===== config.mk =====
export PLATFORM = sky130hd
export DESIGN_NAME = protobuf_field_varint_decoder
export DESIGN_NICKNAME = d
export VERILOG_FILES = /design/src/rtl/core/pfv_pkg.sv /design/src/rtl/core/protobuf_field_varint_decoder.sv /design/src/rtl/core/pfv_front.sv /design/src/rtl/core/pfv_cmd_fifo.sv /design/src/rtl/core/pfv_back.sv
export SDC_FILE = /design/constraint.sdc
export NUM_CORES = 1
export LEC_CHECK = 0
export ABC_AREA = 1
export BUFFER_PORTS_ARGS = -buffer_cell sky130_fd_sc_hd__buf_2
export CAP_MARGIN = 20
export CORE_ASPECT_RATIO = 0.6
export CORE_MARGIN = 5
export CORE_UTILIZATION = 40
export CTS_CLUSTER_SIZE = 40
export DETAILED_ROUTE_END_ITERATION = 12
export PLACE_DENSITY = 0.55
export SETUP_SLACK_MARGIN = 0.15
export SLEW_MARGIN = 20
export SYNTH_ARGS = -nofsm -noshare
export SYNTH_HDL_FRONTEND = slang
export SYNTH_HIERARCHICAL = 1
export SYNTH_SLANG_ARGS = --single-unit

===== constraint.sdc =====
create_clock -name clk -period 9.2 [get_ports clk]
set_input_delay 0.92 -clock clk [delete_from_list [all_inputs] [get_ports clk]]
set_output_delay 0.92 -clock clk [all_outputs]
set_load 0.01 [all_outputs]

===== src/rtl/core/pfv_pkg.sv =====
// ----------------------------------------------------------------------------
// pfv_pkg
// Shared types and codes for the protobuf field and varint decoder.
// ----------------------------------------------------------------------------
package pfv_pkg;

  // function selector codes
  localparam logic [1:0] FUNC_KEY     = 2'd0;
  localparam logic [1:0] FUNC_UVARINT = 2'd1;
  localparam logic [1:0] FUNC_ZVARINT = 2'd2;
  localparam logic [1:0] FUNC_LENGTH  = 2'd3;

  // result kinds
  localparam logic [1:0] KIND_KEY    = 2'd0;
  localparam logic [1:0] KIND_VARINT = 2'd1;
  localparam logic [1:0] KIND_LENGTH = 2'd2;

  // status codes
  localparam logic [1:0] ST_OK       = 2'd0;
  localparam logic [1:0] ST_BAD_TYPE = 2'd1;
  localparam logic [1:0] ST_TOO_LONG = 2'd2;
  localparam logic [1:0] ST_OVER_CAP = 2'd3;

  localparam logic [2:0] WIRE_TYPE_MAX = 3'd5;
  localparam int         VALUE_W       = 32;
  localparam logic [5:0] POS_LIMIT     = 6'd32;
  localparam logic [5:0] GROUP_BITS    = 6'd7;

  typedef enum logic [2:0] {
    OP_KEY   = 3'd0,
    OP_LEN   = 3'd1,
    OP_FIRST = 3'd2,
    OP_NEXT  = 3'd3,
    OP_ERR   = 3'd4
  } op_t;

  typedef struct packed {
    op_t        op;
    logic       zigzag;
    logic       last;
    logic [1:0] status;
    logic [7:0] data;
    logic [2:0] count;
  } cmd_t;

  typedef struct packed {
    logic [1:0]         kind;
    logic [1:0]         status;
    logic [4:0]         field_tag;
    logic [2:0]         wire_type;
    logic [VALUE_W-1:0] value;
    logic [2:0]         byte_count;
    logic [7:0]         length;
  } res_t;

endpackage


===== src/rtl/core/protobuf_field_varint_decoder.sv =====
// ----------------------------------------------------------------------------
// protobuf_field_varint_decoder
// Byte-serial protobuf key, length prefix and varint/zigzag decoder.
// ----------------------------------------------------------------------------
// One wire byte is taken per cycle while full is low, with its func selector;
// a key or length byte gives a result at once, a varint gives one result
// on its final byte (value truncated to 32 bits, zigzag applied) or an error
// on the byte past MAX_VARINT_BYTES. The front classifier tracks varint framing,
// a two-entry command queue decouples it from the accumulator stage, and the
// result sits in one output register that is refilled in the same cycle it
// is popped. Sustained rate is one byte per cycle while full is low; each
// byte is classified and written into the command queue as it is accepted,
// then executed from the queue into the output register. full rises only
// when the result side has stalled long enough to fill the command queue.
module protobuf_field_varint_decoder
  import pfv_pkg::*;
#(
  parameter int MAX_VARINT_BYTES = 5
) (
  input  logic        clk,
  input  logic        rst,
  input  logic        push,
  output logic        full,
  input  logic [7:0]  data_byte,
  input  logic [1:0]  func,
  input  logic [7:0]  capacity,
  output logic        empty,
  input  logic        pop,
  output logic [1:0]  result_kind,
  output logic [1:0]  status,
  output logic [4:0]  field_tag,
  output logic [2:0]  wire_type,
  output logic [31:0] value,
  output logic [2:0]  byte_count,
  output logic [7:0]  length
);

  cmd_t front_cmd;
  cmd_t head_cmd;
  logic accept;
  logic q_empty;
  logic take;
  logic out_valid;
  res_t res;

  assign accept = push & ~full;

  pfv_front #(
    .MAX_VARINT_BYTES(MAX_VARINT_BYTES)
  ) u_front (
    .clk      (clk),
    .rst      (rst),
    .accept   (accept),
    .data_byte(data_byte),
    .func     (func),
    .capacity (capacity),
    .cmd      (front_cmd)
  );

  pfv_cmd_fifo u_queue (
    .clk   (clk),
    .rst   (rst),
    .wr    (push),
    .wr_cmd(front_cmd),
    .full  (full),
    .rd    (take),
    .rd_cmd(head_cmd),
    .empty (q_empty)
  );

  pfv_back u_back (
    .clk      (clk),
    .rst      (rst),
    .cmd_valid(~q_empty),
    .cmd      (head_cmd),
    .take     (take),
    .pop      (pop),
    .out_valid(out_valid),
    .res      (res)
  );

  assign empty       = ~out_valid;
  assign result_kind = res.kind;
  assign status      = res.status;
  assign field_tag   = res.field_tag;
  assign wire_type   = res.wire_type;
  assign value       = res.value;
  assign byte_count  = res.byte_count;
  assign length      = res.length;

endmodule


===== src/rtl/core/pfv_front.sv =====
// ----------------------------------------------------------------------------
// pfv_front
// Classifies each wire byte into a decode command and tracks varint framing.
// ----------------------------------------------------------------------------
module pfv_front
  import pfv_pkg::*;
#(
  parameter int MAX_VARINT_BYTES = 5
) (
  input  logic       clk,
  input  logic       rst,
  input  logic       accept,
  input  logic [7:0] data_byte,
  input  logic [1:0] func,
  input  logic [7:0] capacity,
  output cmd_t       cmd
);

  localparam int CLOG = $clog2(MAX_VARINT_BYTES + 2);
  localparam int CW   = (CLOG > 3) ? CLOG : 3;

  logic          in_varint;
  logic          in_varint_next;
  logic [CW-1:0] cnt;
  logic [CW-1:0] cnt_next;
  logic [CW-1:0] cnt_inc;

  always_comb begin
    cnt_inc        = cnt + CW'(1);
    cnt_next       = cnt;
    in_varint_next = in_varint;
    cmd.op         = OP_FIRST;
    cmd.zigzag     = (func == FUNC_ZVARINT);
    cmd.last       = ~data_byte[7];
    cmd.status     = ST_OK;
    cmd.data       = data_byte;
    cmd.count      = 3'd1;
    if (in_varint) begin
      cmd.count = cnt_inc[2:0];
      cnt_next  = cnt_inc;
      if (cnt_inc > CW'(MAX_VARINT_BYTES)) begin
        cmd.op         = OP_ERR;
        cmd.status     = ST_TOO_LONG;
        in_varint_next = 1'b0;
      end else begin
        cmd.op         = OP_NEXT;
        in_varint_next = data_byte[7];
      end
    end else begin
      unique case (func)
        FUNC_KEY: begin
          cmd.op     = OP_KEY;
          cmd.status = (data_byte[2:0] > WIRE_TYPE_MAX) ? ST_BAD_TYPE : ST_OK;
        end
        FUNC_LENGTH: begin
          cmd.op     = OP_LEN;
          cmd.status = (data_byte > capacity) ? ST_OVER_CAP : ST_OK;
        end
        default: begin
          cmd.op         = OP_FIRST;
          cnt_next       = CW'(1);
          in_varint_next = data_byte[7];
        end
      endcase
    end
  end

  always_ff @(posedge clk) begin
    if (rst) begin
      in_varint <= 1'b0;
      cnt       <= '0;
    end else if (accept) begin
      in_varint <= in_varint_next;
      cnt       <= cnt_next;
    end
  end

endmodule


===== src/rtl/core/pfv_cmd_fifo.sv =====
// ----------------------------------------------------------------------------
// pfv_cmd_fifo
// Two-entry command queue between the classifier and the execution stage.
// ----------------------------------------------------------------------------
module pfv_cmd_fifo
  import pfv_pkg::*;
(
  input  logic clk,
  input  logic rst,
  input  logic wr,
  input  cmd_t wr_cmd,
  output logic full,
  input  logic rd,
  output cmd_t rd_cmd,
  output logic empty
);

  cmd_t       mem [2];
  logic       wr_ptr;
  logic       rd_ptr;
  logic [1:0] fill;
  logic       do_wr;
  logic       do_rd;

  assign full   = (fill == 2'd2);
  assign empty  = (fill == 2'd0);
  assign do_wr  = wr & ~full;
  assign do_rd  = rd & ~empty;
  assign rd_cmd = mem[rd_ptr];

  always_ff @(posedge clk) begin
    if (do_wr) begin
      mem[wr_ptr] <= wr_cmd;
    end
  end

  always_ff @(posedge clk) begin
    if (rst) begin
      wr_ptr <= 1'b0;
      rd_ptr <= 1'b0;
      fill   <= 2'd0;
    end else begin
      if (do_wr) begin
        wr_ptr <= ~wr_ptr;
      end
      if (do_rd) begin
        rd_ptr <= ~rd_ptr;
      end
      fill <= fill + {1'b0, do_wr} - {1'b0, do_rd};
    end
  end

endmodule


===== src/rtl/core/pfv_back.sv =====
// ----------------------------------------------------------------------------
// pfv_back
// Executes decode commands: key and length results, varint accumulation, zigzag sign, result register.
// ----------------------------------------------------------------------------
module pfv_back
  import pfv_pkg::*;
(
  input  logic clk,
  input  logic rst,
  input  logic cmd_valid,
  input  cmd_t cmd,
  output logic take,
  input  logic pop,
  output logic out_valid,
  output res_t res
);

  logic [VALUE_W-1:0] acc;
  logic [5:0]         pos;
  logic               neg;
  logic [VALUE_W-1:0] acc_next;
  logic [5:0]         pos_next;
  logic               neg_next;
  logic [5:0]         pos_sum;
  logic               emit;
  res_t               res_next;

  assign take    = cmd_valid & (~out_valid | pop);
  assign pos_sum = pos + GROUP_BITS;

  always_comb begin
    acc_next = acc;
    pos_next = pos;
    neg_next = neg;
    emit     = 1'b1;
    res_next = '0;
    unique case (cmd.op)
      OP_KEY: begin
        res_next.kind      = KIND_KEY;
        res_next.status    = cmd.status;
        res_next.field_tag = cmd.data[7:3];
        res_next.wire_type = cmd.data[2:0];
      end
      OP_LEN: begin
        res_next.kind   = KIND_LENGTH;
        res_next.status = cmd.status;
        res_next.length = cmd.data;
      end
      OP_FIRST: begin
        if (cmd.zigzag) begin
          acc_next = {{(VALUE_W-6){1'b0}}, cmd.data[6:1]};
          pos_next = GROUP_BITS - 6'd1;
          neg_next = cmd.data[0];
        end else begin
          acc_next = {{(VALUE_W-7){1'b0}}, cmd.data[6:0]};
          pos_next = GROUP_BITS;
          neg_next = 1'b0;
        end
        emit                = cmd.last;
        res_next.kind       = KIND_VARINT;
        res_next.value      = neg_next ? ~acc_next : acc_next;
        res_next.byte_count = cmd.count;
      end
      OP_NEXT: begin
        if (pos < POS_LIMIT) begin
          acc_next = acc | ({{(VALUE_W-7){1'b0}}, cmd.data[6:0]} << pos[4:0]);
        end
        pos_next            = (pos_sum > POS_LIMIT) ? POS_LIMIT : pos_sum;
        emit                = cmd.last;
        res_next.kind       = KIND_VARINT;
        res_next.value      = neg ? ~acc_next : acc_next;
        res_next.byte_count = cmd.count;
      end
      default: begin
        res_next.kind       = KIND_VARINT;
        res_next.status     = ST_TOO_LONG;
        res_next.byte_count = cmd.count;
      end
    endcase
  end

  always_ff @(posedge clk) begin
    if (rst) begin
      out_valid <= 1'b0;
      acc       <= '0;
      pos       <= '0;
      neg       <= 1'b0;
    end else begin
      if (take) begin
        acc <= acc_next;
        pos <= pos_next;
        neg <= neg_next;
      end
      if (take && emit) begin
        out_valid <= 1'b1;
      end else if (pop) begin
        out_valid <= 1'b0;
      end
    end
  end

  always_ff @(posedge clk) begin
    if (take && emit) begin
      res <= res_next;
    end
  end

endmodule


==> results.toml, run 1 <==
[cts]
cts_setup_buffers = 0
cts_tree = "built"
clk_latency_ns = 0.42
hold_buffers = 0
clk_pin_slew_ns = 0.06
h-tree-depth = 4
clockRootBuffer = "clkbuf_16"
cts_inserted_buffers = 17
cts_resized = 0
cts.sinks = 140
clock_path_buffers = 2

[sta]
max_freq_mhz = 323
final.min_clock_period_ns = 3.09
slew_headroom = 0.315
hold_viol = 0
drv_slew = 0
finalSetupTns_ns = 0
post-route-period-util = 0.336
worst_slew_pin_slew_ns = 1.03
rsz0062_at_grt = "no"
setup_viol = 0
worst_hold_slack_ns = 0.466
fin_worst_skew_ns = 0.00804

[detailed_routing]
drcViolationCount = 0
drt_first_pass_iters = 5
avgRoutedWirePerCell_um = 15.6
wirelength_mm = 17.9
dr_total_vias = 5633
dr.first_iter.drc_count = 437
routed_via_density = 4.89
ant_nets = 0

[critical_path]
crit_chain = "mux2_2, inv_1, a31oi_4, buf_4"
startpoint_type = "flop"
crit_path_top_delay_cell = "dfxtp_1"
worstPathRequired_ns = 9.26
criticalPathCategory = "flop to flop"
crit_arrival_ns = 3.15
critPathTopFamily = "flip-flops"
path_max_fanout = 38
endpoint_kind = "flop"
worst-path-buf-inv = 2
cpPeakStageDelay_ns = 0.99
rrSetupSlack_ns = 6.11

[yosys]
ys_ff_latch = 140
synth_cell_type_count = 42
syn_area_mm2 = 0.00735
ys.flop_type = "edfxtp_1"
async_flop_share = 0
ys_warn_count = 6
syn_inst = 835
seq_area_frac_synth = 0.505
syn_nets = 875
post_synth.cell_area_avg_um2 = 8.80
synth_edf_count = 91

[pwr]
irDropWorstVdd_v = 0.000133
power_mw = 2.58
p_per_area_mw_per_mm2 = 307
leakagePower_nw = 3.60

[placement]
hpwl_mm = 13.0
place_congestion = 0.861
dp_cells = 1120
port_buffers = 78

[floorplan]
ios = 79
dieArea_mm2 = 0.0213
start_util = 0.407
core_mm2 = 0.0181
rows = 38
die-height_um = 115
die_x_um = 185

[cells_and_area]
diodes = 0
utilization = 0.464
instances_no_fill = 1151
final_layout_size_suffix_gt1_frac = 0.211
synthToLayoutAreaGrowth_pct = 14.1
nFillCells = 1775
final_nets = 939

[hold_path]
hold_start = "u_back/acc[14]"
hp-class = "flop to flop"

[job]
cap_violations = 0

[global_route]
overflow = 0
grt_pass1_vias = 5235
grt_pass1_wl_mm = 29.0
grt_max_degree = 47
track_usage = 0.176
antenna_found_initial = 0

[outcome]
status = "finished, final reports clean"
stage by stage:
step           setup slack, ns  instance area, um^2
2_1_floorplan             4.71                 7350
4_1_cts                   6.07                 8380
5_1_grt                   5.86                 8390
3_5_place_dp              6.05                 7830
3_3_place_gp              6.13                 7830
6_report                  6.11                 8390
cells in the mapped netlist (2+ instances only):
cell type,n,area [um^2]
nand2_1,179,672
edfxtp_1,91,2730
inv_1,90,338
nor2_1,72,270
a21oi_1,66,330
nand3_1,53,265
o21ai_0,50,250
dfxtp_1,49,981
o21ai_1,27,135
ha_1,18,225
nand3_2,16,160
buf_4,13,97.6
inv_2,12,45.0
buf_2,11,55.1
clkbuf_1,10,37.5
mux2_4,10,150
nand2_2,9,56.3
mux2_2,8,90.1
nand4_1,6,37.5
nand2_4,5,56.3
nor2_2,5,31.3
o21ai_2,5,43.8
buf_6,4,45.0
a21o_1,3,22.5
a211oi_1,2,15.0
buf_12,2,40.0
inv_6,2,17.5
nor3_4,2,32.5
o211ai_1,2,15.0
worst min-delay path, cell delays in order (launching register included):
cell and delay, ns:
dfxtp_1 0.30, inv_1 0.06, a21oi_1 0.06
layout by cell type, fill, tap and decap left out, types with 8 or more instances in the layout:
master	synthesis	layout
nand2_1	179	179
edfxtp_1	91	91
inv_1	90	90
buf_2	11	78
nor2_1	72	71
a21oi_1	66	66
nand3_1	53	53
o21ai_0	50	50
dfxtp_1	49	49
o21ai_1	27	27
ha_1	18	18
clkbuf_16	0	17
nand3_2	16	16
inv_2	12	12
mux2_4	10	10
nand2_2	9	9
mux2_2	8	8
flip-flops by register name, summed over array words and instances, names as in the netlist, named ones only:
register / flops
u_queue/fill: 2
u_queue/wr_ptr: 1
u_back/neg: 1
u_back/out_valid: 1
u_queue/mem: 36
u_front/cnt: 3
u_queue/rd_ptr: 1
u_back/pos: 6
u_back/acc: 32
u_back/res: 55
u_front/in_varint: 1
path summary, 6_finish.rpt:
check,endpoint,depth (start not counted)
hold reg to reg,u_back/acc[14],2
setup / recovery,u_back/res[6],4
setup reg to reg,u_back/res[6],4
hold / removal,u_back/acc[14],2
area by class of cell:
cell class | instances | area [um^2] | area share
tap | 240 | 300 | 0.0358
inverter | 105 | 404 | 0.0482
multi-input combinational | 550 | 2970 | 0.354
timing repair buffer | 85 | 443 | 0.0528
clock inverter | 11 | 96.3 | 0.0115
sequential | 140 | 3710 | 0.443
clock buffer | 20 | 457 | 0.0545
power by group:
part	total [mW]	internal [mW]	switching, mW
clock network	0.643	0.382	0.261
registers	0.971	0.893	0.0772
logic	0.965	0.308	0.656
layer usage:
layer,vias up,part of all wire,track usage
li1,2902,-,-
met1,2575,0.56,0.293
met2,144,0.37,0.222
met3,12,0.056,0.0389
met4,0,0.0096,0.0489
met5,-,0,0
kinds of logic after synthesis:
logic type | synth area share
DFF | 0.505
buffers and inverters | 0.0925
AOI/OAI and AO/OA | 0.117
adders and majority gates | 0.0307
xor gates and xnor gates | 0.00238
muxes | 0.0327
and+or+nand+nor | 0.219
(Power assumes the default switching activity.)
==> run 2: changes to the inputs <==
PLACE_DENSITY = 0.57   (was 0.55)
clock period = 2.6 ns   (was 9.2 ns; I/O delays follow)
==> results.toml, run 2 (synthesis results as in run 1) <==
[outcome]
status = "finished, final reports clean"

[cells_and_area]
diodes = 0
regMostFlops = "u_back/res"
final_layout_size_suffix_gt1_frac = 0.223
largest_reg_flops = 55
final_common_cell = "nand2_1"
fin_area_mm2 = 0.00857
instances_no_fill = 1163
final_nets = 950
reg_top3 = "u_back/res: 55 flops, u_queue/mem: 36 flops, u_back/acc: 32 flops"
synthToLayoutAreaGrowth_pct = 16.7
final_cell_mix = "nand2_1 (179), edfxtp_1 (91), inv_1 (90)"

[hold_path]
hold_path_depth = 1
min_to = "u_queue/mem[0][8]"
hp-class = "input port to flop"
hold_start = "data_byte[5]"

[job]
cap_violations = 0

[floorplan]
die_x_um = 185
rows = 38
ios = 79
dieArea_mm2 = 0.0213
die-height_um = 115
core_mm2 = 0.0181
start_util = 0.407

[global_route]
grt_max_degree = 34
grt_pass1_vias = 5422
grt_pass1_wl_mm = 29.3
overflow = 0
track_usage = 0.177
antenna_found_initial = 0

[pwr]
power_mw = 9.59
p_int_mw = 5.96
pwr-share-seq = 0.354
p_switching_mw = 3.63
leakagePower_nw = 3.71
power_frac_clock = 0.273
irDropWorstVdd_v = 0.000499
combinationalPowerShare = 0.373
p_per_area_mw_per_mm2 = 1120
swShare = 0.379

[critical_path]
reg2regPathDepth = 11
cpMostUsedCell = "nand2_1"
crit_path_top_delay_cell = "mux2_2"
rrSetupSlack_ns = 0.36
crit_chain = "buf_4, mux2_2, nand2_1, nand3_1, nand3_1, nand2_1, nand2_1, o21bai_2, or2_1, nand3_1, nand2_1"
path_max_fanout = 8
cpPeakStageDelay_ns = 0.39
worstPathRequired_ns = 2.76
crit_arrival_ns = 2.39
endpoint_kind = "flop"
r2r-end = "u_back/res[15]"
critPathTopFamily = "simple AND/OR/NAND/NOR gates"
crit_cells = 11
worst-path-buf-inv = 1
startpoint_type = "flop"
criticalPathCategory = "flop to flop"

[cts]
hold_buffers = 0
clk_latency_ns = 0.41
h-tree-depth = 4
cts_setup_buffers = 0
cts.sinks = 140
cts_inserted_buffers = 17
clock_path_buffers = 2
clockRootBuffer = "clkbuf_16"
cts_resized = 0
clk_pin_slew_ns = 0.06
cts_tree = "built"

[detailed_routing]
avgRoutedWirePerCell_um = 15.7
wirelength_mm = 18.2
drcViolationCount = 0
drt_first_pass_iters = 5
dr.first_iter.drc_count = 507
routed_via_density = 5.01
ant_nets = 0
dr_total_vias = 5827

[sta]
setup_viol = 0
finalSetupTns_ns = 0
final.min_clock_period_ns = 2.24
fin_worst_skew_ns = 0.00928
worst_slew_pin_slew_ns = 0.791
slew_headroom = 0.472
max_freq_mhz = 447
post-route-period-util = 0.861
drv_slew = 0
worst_slack_ns = 0.362
hold_viol = 0
rsz0062_at_grt = "no"

[placement]
port_buffers = 78
dp_slack_ns = 0.392
dpl_cell_area_mm2 = 0.00794
dp_cells = 1131
hpwl_mm = 13.4
place_congestion = 0.886
run 2: changes by cell type in the layout (fill, tap and decap cells not counted), moves of 2 or more:
cell / previous run / this run
bufinv_16: 1 / 4
buf_12: 0 / 2
inv_6: 2 / 7
clkinv_1: 3 / 1
clkinvlp_4: 6 / 3
clkbuf_8: 2 / 0
buf_4: 7 / 16
run 2: worst max-delay path by stage:
stage | startpoint | to | slack (ns)
finish | flop | u_back/res[15] | 0.36
global route | flop | u_back/res[31] | 0.19
CTS | flop | u_back/res[15] | 0.39
detailed placement | flop | u_back/res[15] | 0.39
global placement | flop | u_back/res[15] | 0.41
floorplan | flop | u_back/res[0] | 0.24
run 2: power groups by stage:
stage | registers [mW] | clock network, mW | logic (mW)
final | 3.39 | 2.62 | 3.58
after global routing | 3.47 | 2.78 | 3.99
after CTS | 3.40 | 2.67 | 3.57
after detailed placement | 3.45 | 0 | 3.56
after global placement | 3.45 | 0 | 3.54
after floorplan | 3.60 | 0 | 2.27
run 2: stage by stage:
stage | hold slack (ns) | utilization
2_1_floorplan | 0.329 | -
3_3_place_gp | 0.453 | 0.439
3_5_place_dp | 0.456 | 0.439
4_1_cts | 0.0572 | 0.474
5_1_grt | 0.0569 | 0.474
6_report | 0.0677 | 0.474
run 2: layer usage:
layer,wire length (um),track usage,vias up
met5,0,0,-
met4,198,0.0406,0
met3,1350,0.0436,18
met2,6850,0.234,193
met1,9820,0.287,2688
li1,-,-,2928
run 2: cell type report:
| class | count | area [um^2] |
|---|---|---|
| inverters | 105 | 404 |
| clock inverters | 15 | 208 |
| flip-flops and latches | 140 | 3710 |
| clock buffers | 17 | 425 |
| well taps | 240 | 300 |
| fillers | 1714 | 9500 |
| repair buffers | 96 | 551 |
| multi-input cells | 550 | 2970 |
==> run 3: changes to the inputs <==
BUFFER_PORTS_ARGS = -buffer_cell sky130_fd_sc_hd__clkbuf_2   (was -buffer_cell sky130_fd_sc_hd__buf_2)
PLACE_DENSITY = 0.55   (was 0.57)
clock period = 2.7 ns   (was 2.6 ns; I/O delays follow)
==> results.toml, run 3 (synthesis results as in run 1) <==
[outcome]
status = "finished, final reports clean"

[cts]
cts_resized = 0
clk_latency_ns = 0.42
clock_path_buffers = 2
cts_tree = "built"
cts.sinks = 140
hold_buffers = 0
clk_pin_slew_ns = 0.06
h-tree-depth = 4
cts_inserted_buffers = 17
cts_setup_buffers = 0
clockRootBuffer = "clkbuf_16"

[sta]
finalSetupTns_ns = 0
slew_headroom = 0.516
hold_viol = 0
drv_slew = 0
final.min_clock_period_ns = 2.28
fin_worst_skew_ns = 0.00806
post-route-period-util = 0.843
setup_viol = 0
max_freq_mhz = 439
worst_hold_slack_ns = 0.0721
rsz0062_at_grt = "no"
worst_slew_pin_slew_ns = 0.726

[floorplan]
dieArea_mm2 = 0.0213
rows = 38
start_util = 0.407
core_mm2 = 0.0181
die_x_um = 185
die-height_um = 115
ios = 79

[critical_path]
crit_chain = "buf_4, mux2_2, inv_2, nand2_1, nand3_1, nand2_1, nand4_1, nand2_1, nand2_1, nand3_1, nand3_1, nand2_1"
cpPeakStageDelay_ns = 0.44
crit_arrival_ns = 2.45
critPathTopFamily = "simple AND/OR/NAND/NOR gates"
crit_path_top_delay_cell = "mux2_2"
startpoint_type = "flop"
endpoint_kind = "flop"
criticalPathCategory = "flop to flop"
path_max_fanout = 14
cpMostUsedCell = "nand2_1"
worstPathRequired_ns = 2.87
worst-path-buf-inv = 2

[job]
cap_violations = 0

[pwr]
p_switching_mw = 3.44
power_mw = 8.97
pwr-share-seq = 0.366
p_int_mw = 5.53
power_frac_clock = 0.251
combinationalPowerShare = 0.382
irDropWorstVdd_v = 0.000496
leakagePower_nw = 3.68
p_per_area_mw_per_mm2 = 1060
swShare = 0.383

[hold_path]
hp-class = "input port to flop"

[detailed_routing]
ant_nets = 0
wirelength_mm = 18.4
wirelength_met1_mm = 10.3
routed_via_density = 4.94
avgRoutedWirePerCell_um = 15.9
dr_total_vias = 5736
drcViolationCount = 0
met3_wirelength_mm = 1.11
dr.first_iter.drc_count = 453
top_layer = "met4"
drt_first_pass_iters = 5
met2WireLength_mm = 6.82

[global_route]
grt_max_degree = 47
overflow = 0
track_usage = 0.179
grt_pass1_wl_mm = 29.1
grt_pass1_vias = 5181
antenna_found_initial = 0

[cells_and_area]
final_cell_mix = "nand2_1 (179), edfxtp_1 (91), inv_1 (90)"
largest_reg_flops = 55
synthToLayoutAreaGrowth_pct = 15.4
diodes = 0
regMostFlops = "u_back/res"
final_layout_size_suffix_gt1_frac = 0.216
utilization = 0.469
reg_top3 = "u_back/res: 55 flops, u_queue/mem: 36 flops, u_back/acc: 32 flops"
final_nets = 948
final_common_cell = "nand2_1"
nFillCells = 1757

[placement]
hpwl_mm = 13.4
place_congestion = 0.869
port_buffers = 78
[run 3: stage by stage]
step | worst slack, ns | std cells | instance area [um^2]
2_1_floorplan | 0.339 | 835 | 7360
3_3_place_gp | 0.509 | 1129 | 7910
3_5_place_dp | 0.474 | 1129 | 7910
4_1_cts | 0.458 | 1161 | 8480
5_1_grt | 0.258 | 1161 | 8480
6_report | 0.423 | 1161 | 8480
[run 3: final cells by class]
| cell class | instances | area (um^2) | share of cell area |
|---|---|---|---|
| clock buffers | 21 | 450 | 0.0531 |
| clock inverters | 11 | 119 | 0.0140 |
| inverters | 105 | 404 | 0.0477 |
| multi-input cells | 550 | 2970 | 0.350 |
| flip-flops and latches | 140 | 3710 | 0.438 |
| well taps | 240 | 300 | 0.0354 |
| repair buffers | 94 | 523 | 0.0617 |
[run 3: power groups by stage]
stage | clock network [mW] | logic [mW] | registers (mW)
2_1_floorplan | 0 | 2.18 | 3.47
3_3_place_gp | 0 | 3.41 | 3.34
3_5_place_dp | 0 | 3.43 | 3.34
4_1_cts | 2.31 | 3.45 | 3.30
5_1_grt | 2.40 | 3.80 | 3.35
6_report | 2.26 | 3.43 | 3.29
[run 3: final timing paths]
check,from,to,slack (ns),cells after the start
hold / removal,data_byte[4],u_queue/mem[0][7],0.07,1
hold reg to reg,u_back/acc[10],u_back/acc[10],0.47,2
setup / recovery,flop,u_back/res[32],0.42,12
setup reg to reg,flop,u_back/res[32],0.42,12
[run 3: per-layer routing]
layer,vias up,GRT usage
li1,2928,-
met1,2638,0.293
met2,155,0.227
met3,15,0.0389
met4,0,0.0552
met5,-,0
